File: src/rtl/urb_pkg.sv
// package for the serial port byte queue engine: sizes, op codes, pointer helpers
package urb_pkg;

  localparam int unsigned QueueDepth = 64;
  localparam int unsigned AddrW      = $clog2(QueueDepth);
  localparam int unsigned PtrW       = AddrW + 1;

  typedef enum logic [1:0] {
    OpRead    = 2'd0,
    OpWrite   = 2'd1,
    OpService = 2'd2
  } op_e;

  typedef logic [PtrW-1:0]  ptr_t;
  typedef logic [AddrW-1:0] addr_t;

  typedef struct packed {
    logic rd_hit;
    logic wr_ok;
    logic rx_taken;
    logic tx_sent;
    logic rx_en;
    logic tx_en;
  } flags_t;

  function automatic logic ptr_empty(ptr_t head, ptr_t tail);
    return head == tail;
  endfunction

  function automatic logic ptr_full(ptr_t head, ptr_t tail);
    return (head[PtrW-1] != tail[PtrW-1]) && (head[AddrW-1:0] == tail[AddrW-1:0]);
  endfunction

endpackage

File: src/rtl/urb_if.sv
// valid/ready channel interfaces for request and result words
interface urb_req_if;
  logic       valid;
  logic       ready;
  logic [1:0] op;
  logic [7:0] write_byte;
  logic       data_ready;
  logic [7:0] rx_byte;
  logic       thr_empty;

  modport source (output valid, op, write_byte, data_ready, rx_byte, thr_empty, input ready);
  modport sink   (input valid, op, write_byte, data_ready, rx_byte, thr_empty, output ready);
endinterface

interface urb_rsp_if;
  logic       valid;
  logic       ready;
  logic       read_valid;
  logic [7:0] read_byte;
  logic       write_accepted;
  logic       rx_taken;
  logic       send_valid;
  logic [7:0] send_byte;
  logic       rx_irq_enable;
  logic       tx_irq_enable;

  modport source (output valid, read_valid, read_byte, write_accepted, rx_taken, send_valid,
                  send_byte, rx_irq_enable, tx_irq_enable, input ready);
  modport sink   (input valid, read_valid, read_byte, write_accepted, rx_taken, send_valid,
                  send_byte, rx_irq_enable, tx_irq_enable, output ready);
endinterface

File: src/rtl/uart_rx_tx_ring_buffer_engine.sv
// receive and transmit byte rings between software and a serial port, with irq enables
//
// req_i carries one word per item: a software read (pop a received byte), a software
// write (push a byte to send) or a service event with the port's data-ready flag,
// receive byte and transmit-empty flag. rsp_o returns exactly one result word per item.
// Both rings live in 64 x 8 synchronous memories with a registered read.
// An accepted item updates pointers and enables and issues its memory read and write
// at its accept edge; the popped byte is registered there and the result word is loaded
// into the output register on the first edge at which that register is free or taken,
// after which the result is visible on rsp_o until it is taken.
// Throughput is one item per cycle while rsp_o does not stall: the stage after the
// memory read and the output register each hold one word and move together.
// When rsp_o stalls, the output register and the stage behind it hold their words and
// req_i.ready falls once both are full; nothing is lost.
// After reset both rings are empty, the receive enable is one and the transmit enable
// is zero; ring contents are undefined but only written entries are ever popped.
module uart_rx_tx_ring_buffer_engine (
  input  logic     clk_i,
  input  logic     rst_ni,
  urb_req_if.sink   req_i,
  urb_rsp_if.source rsp_o
);

  logic [7:0] rx_mem [urb_pkg::QueueDepth];
  logic [7:0] tx_mem [urb_pkg::QueueDepth];

  urb_pkg::ptr_t rx_head_q, rx_head_d, rx_tail_q, rx_tail_d;
  urb_pkg::ptr_t tx_head_q, tx_head_d, tx_tail_q, tx_tail_d;
  logic          rx_en_q, rx_en_d, tx_en_q, tx_en_d;

  urb_pkg::op_e  op;
  urb_pkg::flags_t flags_d, flags_q;
  logic          accept, advance;
  logic          pipe_q;
  logic          rx_we, tx_we, rx_re, tx_re;
  logic [7:0]    rx_rdata_q, tx_rdata_q;

  logic          out_valid_q;
  logic          read_valid_q, write_accepted_q, rx_taken_q, send_valid_q;
  logic [7:0]    read_byte_q, send_byte_q;
  logic          rx_irq_q, tx_irq_q;

  assign op      = urb_pkg::op_e'(req_i.op);
  assign advance = pipe_q && (!out_valid_q || rsp_o.ready);
  assign req_i.ready = !pipe_q || advance;
  assign accept  = req_i.valid && req_i.ready;

  // next pointers, enables and result flags
  always_comb begin
    rx_head_d = rx_head_q;
    rx_tail_d = rx_tail_q;
    tx_head_d = tx_head_q;
    tx_tail_d = tx_tail_q;
    rx_en_d   = rx_en_q;
    tx_en_d   = tx_en_q;
    flags_d   = '0;
    rx_we     = 1'b0;
    tx_we     = 1'b0;
    rx_re     = 1'b0;
    tx_re     = 1'b0;
    if (accept) begin
      unique case (op)
        urb_pkg::OpRead: begin
          if (!urb_pkg::ptr_empty(rx_head_q, rx_tail_q)) begin
            flags_d.rd_hit = 1'b1;
            rx_re          = 1'b1;
            rx_head_d      = rx_head_q + 1'b1;
          end
          rx_en_d = 1'b1;
        end
        urb_pkg::OpWrite: begin
          if (!urb_pkg::ptr_full(tx_head_q, tx_tail_q)) begin
            flags_d.wr_ok = 1'b1;
            tx_we         = 1'b1;
            tx_tail_d     = tx_tail_q + 1'b1;
            tx_en_d       = 1'b1;
          end
        end
        urb_pkg::OpService: begin
          if (req_i.data_ready) begin
            if (!urb_pkg::ptr_full(rx_head_q, rx_tail_q)) begin
              flags_d.rx_taken = 1'b1;
              rx_we            = 1'b1;
              rx_tail_d        = rx_tail_q + 1'b1;
            end else begin
              rx_en_d = 1'b0;
            end
          end
          if (req_i.thr_empty) begin
            if (!urb_pkg::ptr_empty(tx_head_q, tx_tail_q)) begin
              flags_d.tx_sent = 1'b1;
              tx_re           = 1'b1;
              tx_head_d       = tx_head_q + 1'b1;
            end else begin
              tx_en_d = 1'b0;
            end
          end
        end
        default: ;
      endcase
    end
    flags_d.rx_en = rx_en_d;
    flags_d.tx_en = tx_en_d;
  end

  // ring memories
  always_ff @(posedge clk_i) begin
    if (rx_we) begin
      rx_mem[rx_tail_q[urb_pkg::AddrW-1:0]] <= req_i.rx_byte;
    end
    if (rx_re) begin
      rx_rdata_q <= rx_mem[rx_head_q[urb_pkg::AddrW-1:0]];
    end
  end

  always_ff @(posedge clk_i) begin
    if (tx_we) begin
      tx_mem[tx_tail_q[urb_pkg::AddrW-1:0]] <= req_i.write_byte;
    end
    if (tx_re) begin
      tx_rdata_q <= tx_mem[tx_head_q[urb_pkg::AddrW-1:0]];
    end
  end

  always_ff @(posedge clk_i or negedge rst_ni) begin
    if (!rst_ni) begin
      rx_head_q <= '0;
      rx_tail_q <= '0;
      tx_head_q <= '0;
      tx_tail_q <= '0;
      rx_en_q   <= 1'b1;
      tx_en_q   <= 1'b0;
      pipe_q    <= 1'b0;
    end else begin
      rx_head_q <= rx_head_d;
      rx_tail_q <= rx_tail_d;
      tx_head_q <= tx_head_d;
      tx_tail_q <= tx_tail_d;
      rx_en_q   <= rx_en_d;
      tx_en_q   <= tx_en_d;
      if (accept) begin
        pipe_q <= 1'b1;
      end else if (advance) begin
        pipe_q <= 1'b0;
      end
    end
  end

  always_ff @(posedge clk_i) begin
    if (accept) begin
      flags_q <= flags_d;
    end
  end

  // output register
  always_ff @(posedge clk_i or negedge rst_ni) begin
    if (!rst_ni) begin
      out_valid_q <= 1'b0;
    end else if (advance) begin
      out_valid_q <= 1'b1;
    end else if (rsp_o.ready) begin
      out_valid_q <= 1'b0;
    end
  end

  always_ff @(posedge clk_i) begin
    if (advance) begin
      read_valid_q     <= flags_q.rd_hit;
      read_byte_q      <= flags_q.rd_hit ? rx_rdata_q : 8'h00;
      write_accepted_q <= flags_q.wr_ok;
      rx_taken_q       <= flags_q.rx_taken;
      send_valid_q     <= flags_q.tx_sent;
      send_byte_q      <= flags_q.tx_sent ? tx_rdata_q : 8'h00;
      rx_irq_q         <= flags_q.rx_en;
      tx_irq_q         <= flags_q.tx_en;
    end
  end

  assign rsp_o.valid          = out_valid_q;
  assign rsp_o.read_valid     = read_valid_q;
  assign rsp_o.read_byte      = read_byte_q;
  assign rsp_o.write_accepted = write_accepted_q;
  assign rsp_o.rx_taken       = rx_taken_q;
  assign rsp_o.send_valid     = send_valid_q;
  assign rsp_o.send_byte      = send_byte_q;
  assign rsp_o.rx_irq_enable  = rx_irq_q;
  assign rsp_o.tx_irq_enable  = tx_irq_q;

  // checks
  rx_fill_bound: assert property (@(posedge clk_i) disable iff (!rst_ni)
    urb_pkg::ptr_t'(rx_tail_q - rx_head_q) <= urb_pkg::ptr_t'(urb_pkg::QueueDepth))
    else $error("receive ring overfilled");

  tx_fill_bound: assert property (@(posedge clk_i) disable iff (!rst_ni)
    urb_pkg::ptr_t'(tx_tail_q - tx_head_q) <= urb_pkg::ptr_t'(urb_pkg::QueueDepth))
    else $error("transmit ring overfilled");

  one_kind: assert property (@(posedge clk_i) disable iff (!rst_ni)
    rsp_o.valid |-> !((rsp_o.read_valid || rsp_o.write_accepted) &&
                      (rsp_o.rx_taken || rsp_o.send_valid)))
    else $error("result mixes item kinds");

  accept_fills_stage: assert property (@(posedge clk_i) disable iff (!rst_ni)
    accept |=> pipe_q)
    else $error("accepted word not held in stage");

endmodule
File: src/flat_wrapper.sv
// flat-port wrapper written by rule: the top's interface ports become plain ports
module uart_rx_tx_ring_buffer_engine_flat 
  (clk_i, rst_ni, req_i_valid, req_i_op, req_i_write_byte, req_i_data_ready, req_i_rx_byte, req_i_thr_empty, req_i_ready, rsp_o_valid, rsp_o_read_valid, rsp_o_read_byte, rsp_o_write_accepted, rsp_o_rx_taken, rsp_o_send_valid, rsp_o_send_byte, rsp_o_rx_irq_enable, rsp_o_tx_irq_enable, rsp_o_ready);
  urb_req_if req_i_i ();
  urb_rsp_if rsp_o_i ();
  input  logic clk_i;
  input  logic rst_ni;
  input wire logic [$bits(req_i_i.valid)-1:0] req_i_valid;
  input wire logic [$bits(req_i_i.op)-1:0] req_i_op;
  input wire logic [$bits(req_i_i.write_byte)-1:0] req_i_write_byte;
  input wire logic [$bits(req_i_i.data_ready)-1:0] req_i_data_ready;
  input wire logic [$bits(req_i_i.rx_byte)-1:0] req_i_rx_byte;
  input wire logic [$bits(req_i_i.thr_empty)-1:0] req_i_thr_empty;
  output wire logic [$bits(req_i_i.ready)-1:0] req_i_ready;
  output wire logic [$bits(rsp_o_i.valid)-1:0] rsp_o_valid;
  output wire logic [$bits(rsp_o_i.read_valid)-1:0] rsp_o_read_valid;
  output wire logic [$bits(rsp_o_i.read_byte)-1:0] rsp_o_read_byte;
  output wire logic [$bits(rsp_o_i.write_accepted)-1:0] rsp_o_write_accepted;
  output wire logic [$bits(rsp_o_i.rx_taken)-1:0] rsp_o_rx_taken;
  output wire logic [$bits(rsp_o_i.send_valid)-1:0] rsp_o_send_valid;
  output wire logic [$bits(rsp_o_i.send_byte)-1:0] rsp_o_send_byte;
  output wire logic [$bits(rsp_o_i.rx_irq_enable)-1:0] rsp_o_rx_irq_enable;
  output wire logic [$bits(rsp_o_i.tx_irq_enable)-1:0] rsp_o_tx_irq_enable;
  input wire logic [$bits(rsp_o_i.ready)-1:0] rsp_o_ready;
  assign req_i_i.valid = req_i_valid;
  assign req_i_i.op = req_i_op;
  assign req_i_i.write_byte = req_i_write_byte;
  assign req_i_i.data_ready = req_i_data_ready;
  assign req_i_i.rx_byte = req_i_rx_byte;
  assign req_i_i.thr_empty = req_i_thr_empty;
  assign req_i_ready = req_i_i.ready;
  assign rsp_o_valid = rsp_o_i.valid;
  assign rsp_o_read_valid = rsp_o_i.read_valid;
  assign rsp_o_read_byte = rsp_o_i.read_byte;
  assign rsp_o_write_accepted = rsp_o_i.write_accepted;
  assign rsp_o_rx_taken = rsp_o_i.rx_taken;
  assign rsp_o_send_valid = rsp_o_i.send_valid;
  assign rsp_o_send_byte = rsp_o_i.send_byte;
  assign rsp_o_rx_irq_enable = rsp_o_i.rx_irq_enable;
  assign rsp_o_tx_irq_enable = rsp_o_i.tx_irq_enable;
  assign rsp_o_i.ready = rsp_o_ready;
  uart_rx_tx_ring_buffer_engine u_core (.clk_i(clk_i), .rst_ni(rst_ni), .req_i(req_i_i), .rsp_o(rsp_o_i));
endmodule
File: config.mk
export PLATFORM = sky130hd
export DESIGN_NAME = uart_rx_tx_ring_buffer_engine_flat
export DESIGN_NICKNAME = d
export VERILOG_FILES = /design/src/rtl/urb_pkg.sv /design/src/rtl/urb_if.sv /design/src/rtl/uart_rx_tx_ring_buffer_engine.sv /design/src/flat_wrapper.sv
export SDC_FILE = /design/constraint.sdc
export NUM_CORES = 1
export LEC_CHECK = 0
export BUFFER_PORTS_ARGS = -buffer_cell sky130_fd_sc_hd__buf_2
export CAP_MARGIN = 20
export CORE_ASPECT_RATIO = 1.5
export CORE_MARGIN = 3
export CORE_UTILIZATION = 45
export CTS_CLUSTER_DIAMETER = 150
export DETAILED_ROUTE_END_ITERATION = 7
export GPL_TIMING_DRIVEN = 0
export PLACE_DENSITY = 0.62
export SLEW_MARGIN = 10
export SYNTH_ARGS = -nofsm -noshare
export SYNTH_HDL_FRONTEND = slang
export SYNTH_SLANG_ARGS = --single-unit
File: constraint.sdc
create_clock -name clk_i -period 6.2 [get_ports clk_i]
set_clock_uncertainty 0.05 [all_clocks]
set_input_delay 1.24 -clock clk_i [delete_from_list [all_inputs] [get_ports clk_i]]
set_output_delay 1.24 -clock clk_i [all_outputs]
set_load 0.05 [all_outputs]
==> flow_summary.toml <==
[die]
core-area_um2 = 94800
die_area_um2 = 100000
fp.dieH_um = 386
die_width_um = 259
rows = 138
floorplan.initialDensity = 0.456
io_pins = 48

[synthesis]
synthDistinctLibCells = 62
yosysSeqAreaShare = 0.760
syn_area_um2 = 43300
synth_edf_count = 1068
postSynthNetCount = 2154
synth_area_leader_cell = "edfxtp_1"
ys_warn_count = 0
synth_cells = 2123
syn_area_per_cell_um2 = 20.4
ys_top_cells_by_area = "edfxtp_1, mux4_2, mux2i_1"
synthFlopType = "edfxtp_1"
synth-seq-cells = 1100
netlist.area_leader.share = 0.741
async_flop_share = 0.0291

[global_routing]
gr-max-usage-layer = "met2"
grt_pass1_vias = 22100
use_met3 = 0.0298
overflow = 0
grt_pass1_wl_um = 151000
antenna_found_initial = 0
grt.met2_usage = 0.393
use_met1 = 0.230
grt_max_degree = 65
grtUsageTotal = 0.210

[critical_path]
crit_top_cell = "buf_2"
crit_buf_inv = 3
r2r_start = "u_core.rsp_o.valid$_DFFE_PN0P_"
endpoint_kind = "register"
path_class = "input pin to register"
r2r_slack_ns = 2.36
r2r-end = "u_core.tx_mem[27][2]$_DFFE_PP_"
critPathArrivalTime_ns = 4.34
critical-path-slowest-cell = "nor2_1"
slowest_delay_ns = 1.00
cp_max_fo = 10
crit_chain = "buf_2 > nand3b_1 > nand2_1 > inv_1 > o311a_1 > buf_2 > nand4b_1 > nor2_1"
required_ns = 6.46
start_kind = "input pin"
worstRegToRegCells = 7
crit_family = "simple AND/OR/NAND/NOR gates"

[final_layout]
final_core_util = 0.513
drive_above_1_share = 0.239
antenna_cells = 0
final_common_cell = "edfxtp_1"
layout.nets = 2317
final_cell_mix = "edfxtp_1, mux4_2, nor2_1"
area_delta_synth_final_pct = 12.5
nFillCells = 7500

[timing]
drv_slew = 0
rsz0062_at_grt = "no"
worst_pin_slew_ns = 1.08
min_period_over_period = 0.658
max_slew_margin = 0.279
hold_viol = 0
finalSetupViolCount = 0
setup_tns_ns = 0
fin_crit_ns = 4.08
max_freq_mhz = 245

[placed_design]
port_buffers = 47
dp_hpwl_um = 70700
routabilityCongestion = 0.907

[clock_network]
clk_path_buf_depth = 3
cts-root-buf = "clkbuf_16"
cts_resized = 0
clock_latency_ns = 0.69
tritoncts = "done"
cts_buffers = 99
cts_hold_buffers = 0
clkTransAtPathRegs_ns = 0.06
htreeDepth = 3
post_cts_buffers = 0
cts_sinks = 1100

[drt]
drt_iter0_drc = 1958
ant_nets = 0
wl_per_cell_um = 28.5
viasPerCell = 5.80
drc = 0
first_pass_iters = 6
vias = 21000
routed_wl_um = 103000

[worst_hold_path]
min_path_cells = 0
hold_class = "register to register"
min_from = "u_core.flags_q[4]$_DFFE_PP_"
min_to = "u_core.rsp_o.write_accepted$_DFFE_PP_"

[run]
maxCapViolCount = 0

[power_and_ir_drop]
p_per_area_nw_per_um2 = 403
peakVddDrop_mv = 0.278
p_leak_nw = 15.4

[run_status]
status = "finished clean"
[synthesized netlist by cell type, types with 10 or more instances]
library cell / count
edfxtp_1: 1068
mux4_2: 221
nor2_1: 164
mux2i_1: 110
buf_2: 43
mux2_2: 36
dfrtp_1: 31
clkbuf_1: 30
nand2_1: 27
o22ai_1: 27
nand3_1: 23
and2_1: 20
xnor2_1: 20
a21oi_1: 19
xor2_1: 19
buf_6: 18
o21ai_0: 18
buf_4: 15
a211oi_1: 14
o221ai_1: 14
nand3b_1: 13
inv_1: 11
a221oi_1: 10
a22oi_1: 10
buf_1: 10
o21ai_1: 10
[stage by stage]
stage | setup slack, ns | instances | total power, mW | hold slack (ns) | cell area (um^2)
after detailed placement | 1.52 | 3440 | 13.6 | 0.359 | 45300
after CTS | 2.25 | 3619 | 19.8 | 0.397 | 48500
after global placement | 1.46 | 3430 | 13.5 | 0.370 | 45100
after floorplan | 2.46 | 2123 | 11.9 | 0.350 | 43300
after global routing | 2.00 | 3624 | 20.2 | 0.415 | 48600
final | 2.12 | 3624 | 19.6 | 0.388 | 48600
[routing by layer]
metal,vias to the layer above,wire length (um)
li1,9042,-
met1,11000,35800
met2,748,57000
met3,228,5030
met4,0,5470
met5,-,0
[how the worst max path moves through the flow]
stage	start	to	depth (start not counted)	slack, ns
after floorplan	rsp_o_ready	u_core.tx_mem[59][0]$_DFFE_PP_	7	2.46
after CTS	rsp_o_ready	u_core.tx_mem[17][0]$_DFFE_PP_	8	2.25
after detailed placement	rsp_o_ready	u_core.tx_mem[17][1]$_DFFE_PP_	8	1.52
after global placement	rsp_o_ready	u_core.tx_mem[19][1]$_DFFE_PP_	8	1.46
after global routing	rsp_o_ready	u_core.tx_mem[27][2]$_DFFE_PP_	8	2.00
final	rsp_o_ready	u_core.tx_mem[27][2]$_DFFE_PP_	8	2.12
[state kept, by name, summed over array words and instances (netlist names), 6 cells and up]
name and cells:
u_core.tx_rdata_q 8, u_core.rx_tail_q 7, u_core.tx_tail_q 7, u_core.rsp_o.read_byte 8
u_core.tx_head_q 7, u_core.rx_mem 512, u_core.tx_mem 512, u_core.rsp_o.send_byte 8
u_core.rx_rdata_q 8, u_core.flags_q 6, u_core.rx_head_q 7
[cells by family (layout without fill, tap and decap cells)]
| family | Yosys count | in the layout | synth area share |
|---|---|---|---|
| xor gates and xnor gates | 39 | 39 | 0.00790 |
| AOI/OAI and AO/OA | 164 | 164 | 0.0268 |
| and+or+nand+nor | 314 | 314 | 0.0350 |
| adders and majority gates | 7 | 7 | 0.00202 |
| DFF | 1100 | 1100 | 0.760 |
| buffers and inverters | 132 | 373 | 0.0184 |
| muxes | 367 | 367 | 0.150 |
[report_power, final]
group	internal [mW]	switching (mW)	total (mW)	leakage (nW)
clock	3.52	2.69	6.20	1.61
sequential	8.29	0.0466	8.33	10.0
combinational	2.14	2.95	5.08	3.80
total	13.9	5.68	19.6	15.4
[cell type report]
class                   instances  area [um^2]  area share
multi-input cells             891         9590       0.197
repair buffers                 62          526      0.0108
inverters                      11         41.3    0.000849
clock buffers                 116         2650      0.0544
well taps                    1260         1580      0.0324
plain buffers                 121          756      0.0155
flip-flops and latches       1100        32900       0.676
clock inverters                63          636      0.0131
Note: power is estimated with default switching activity, not from simulation.
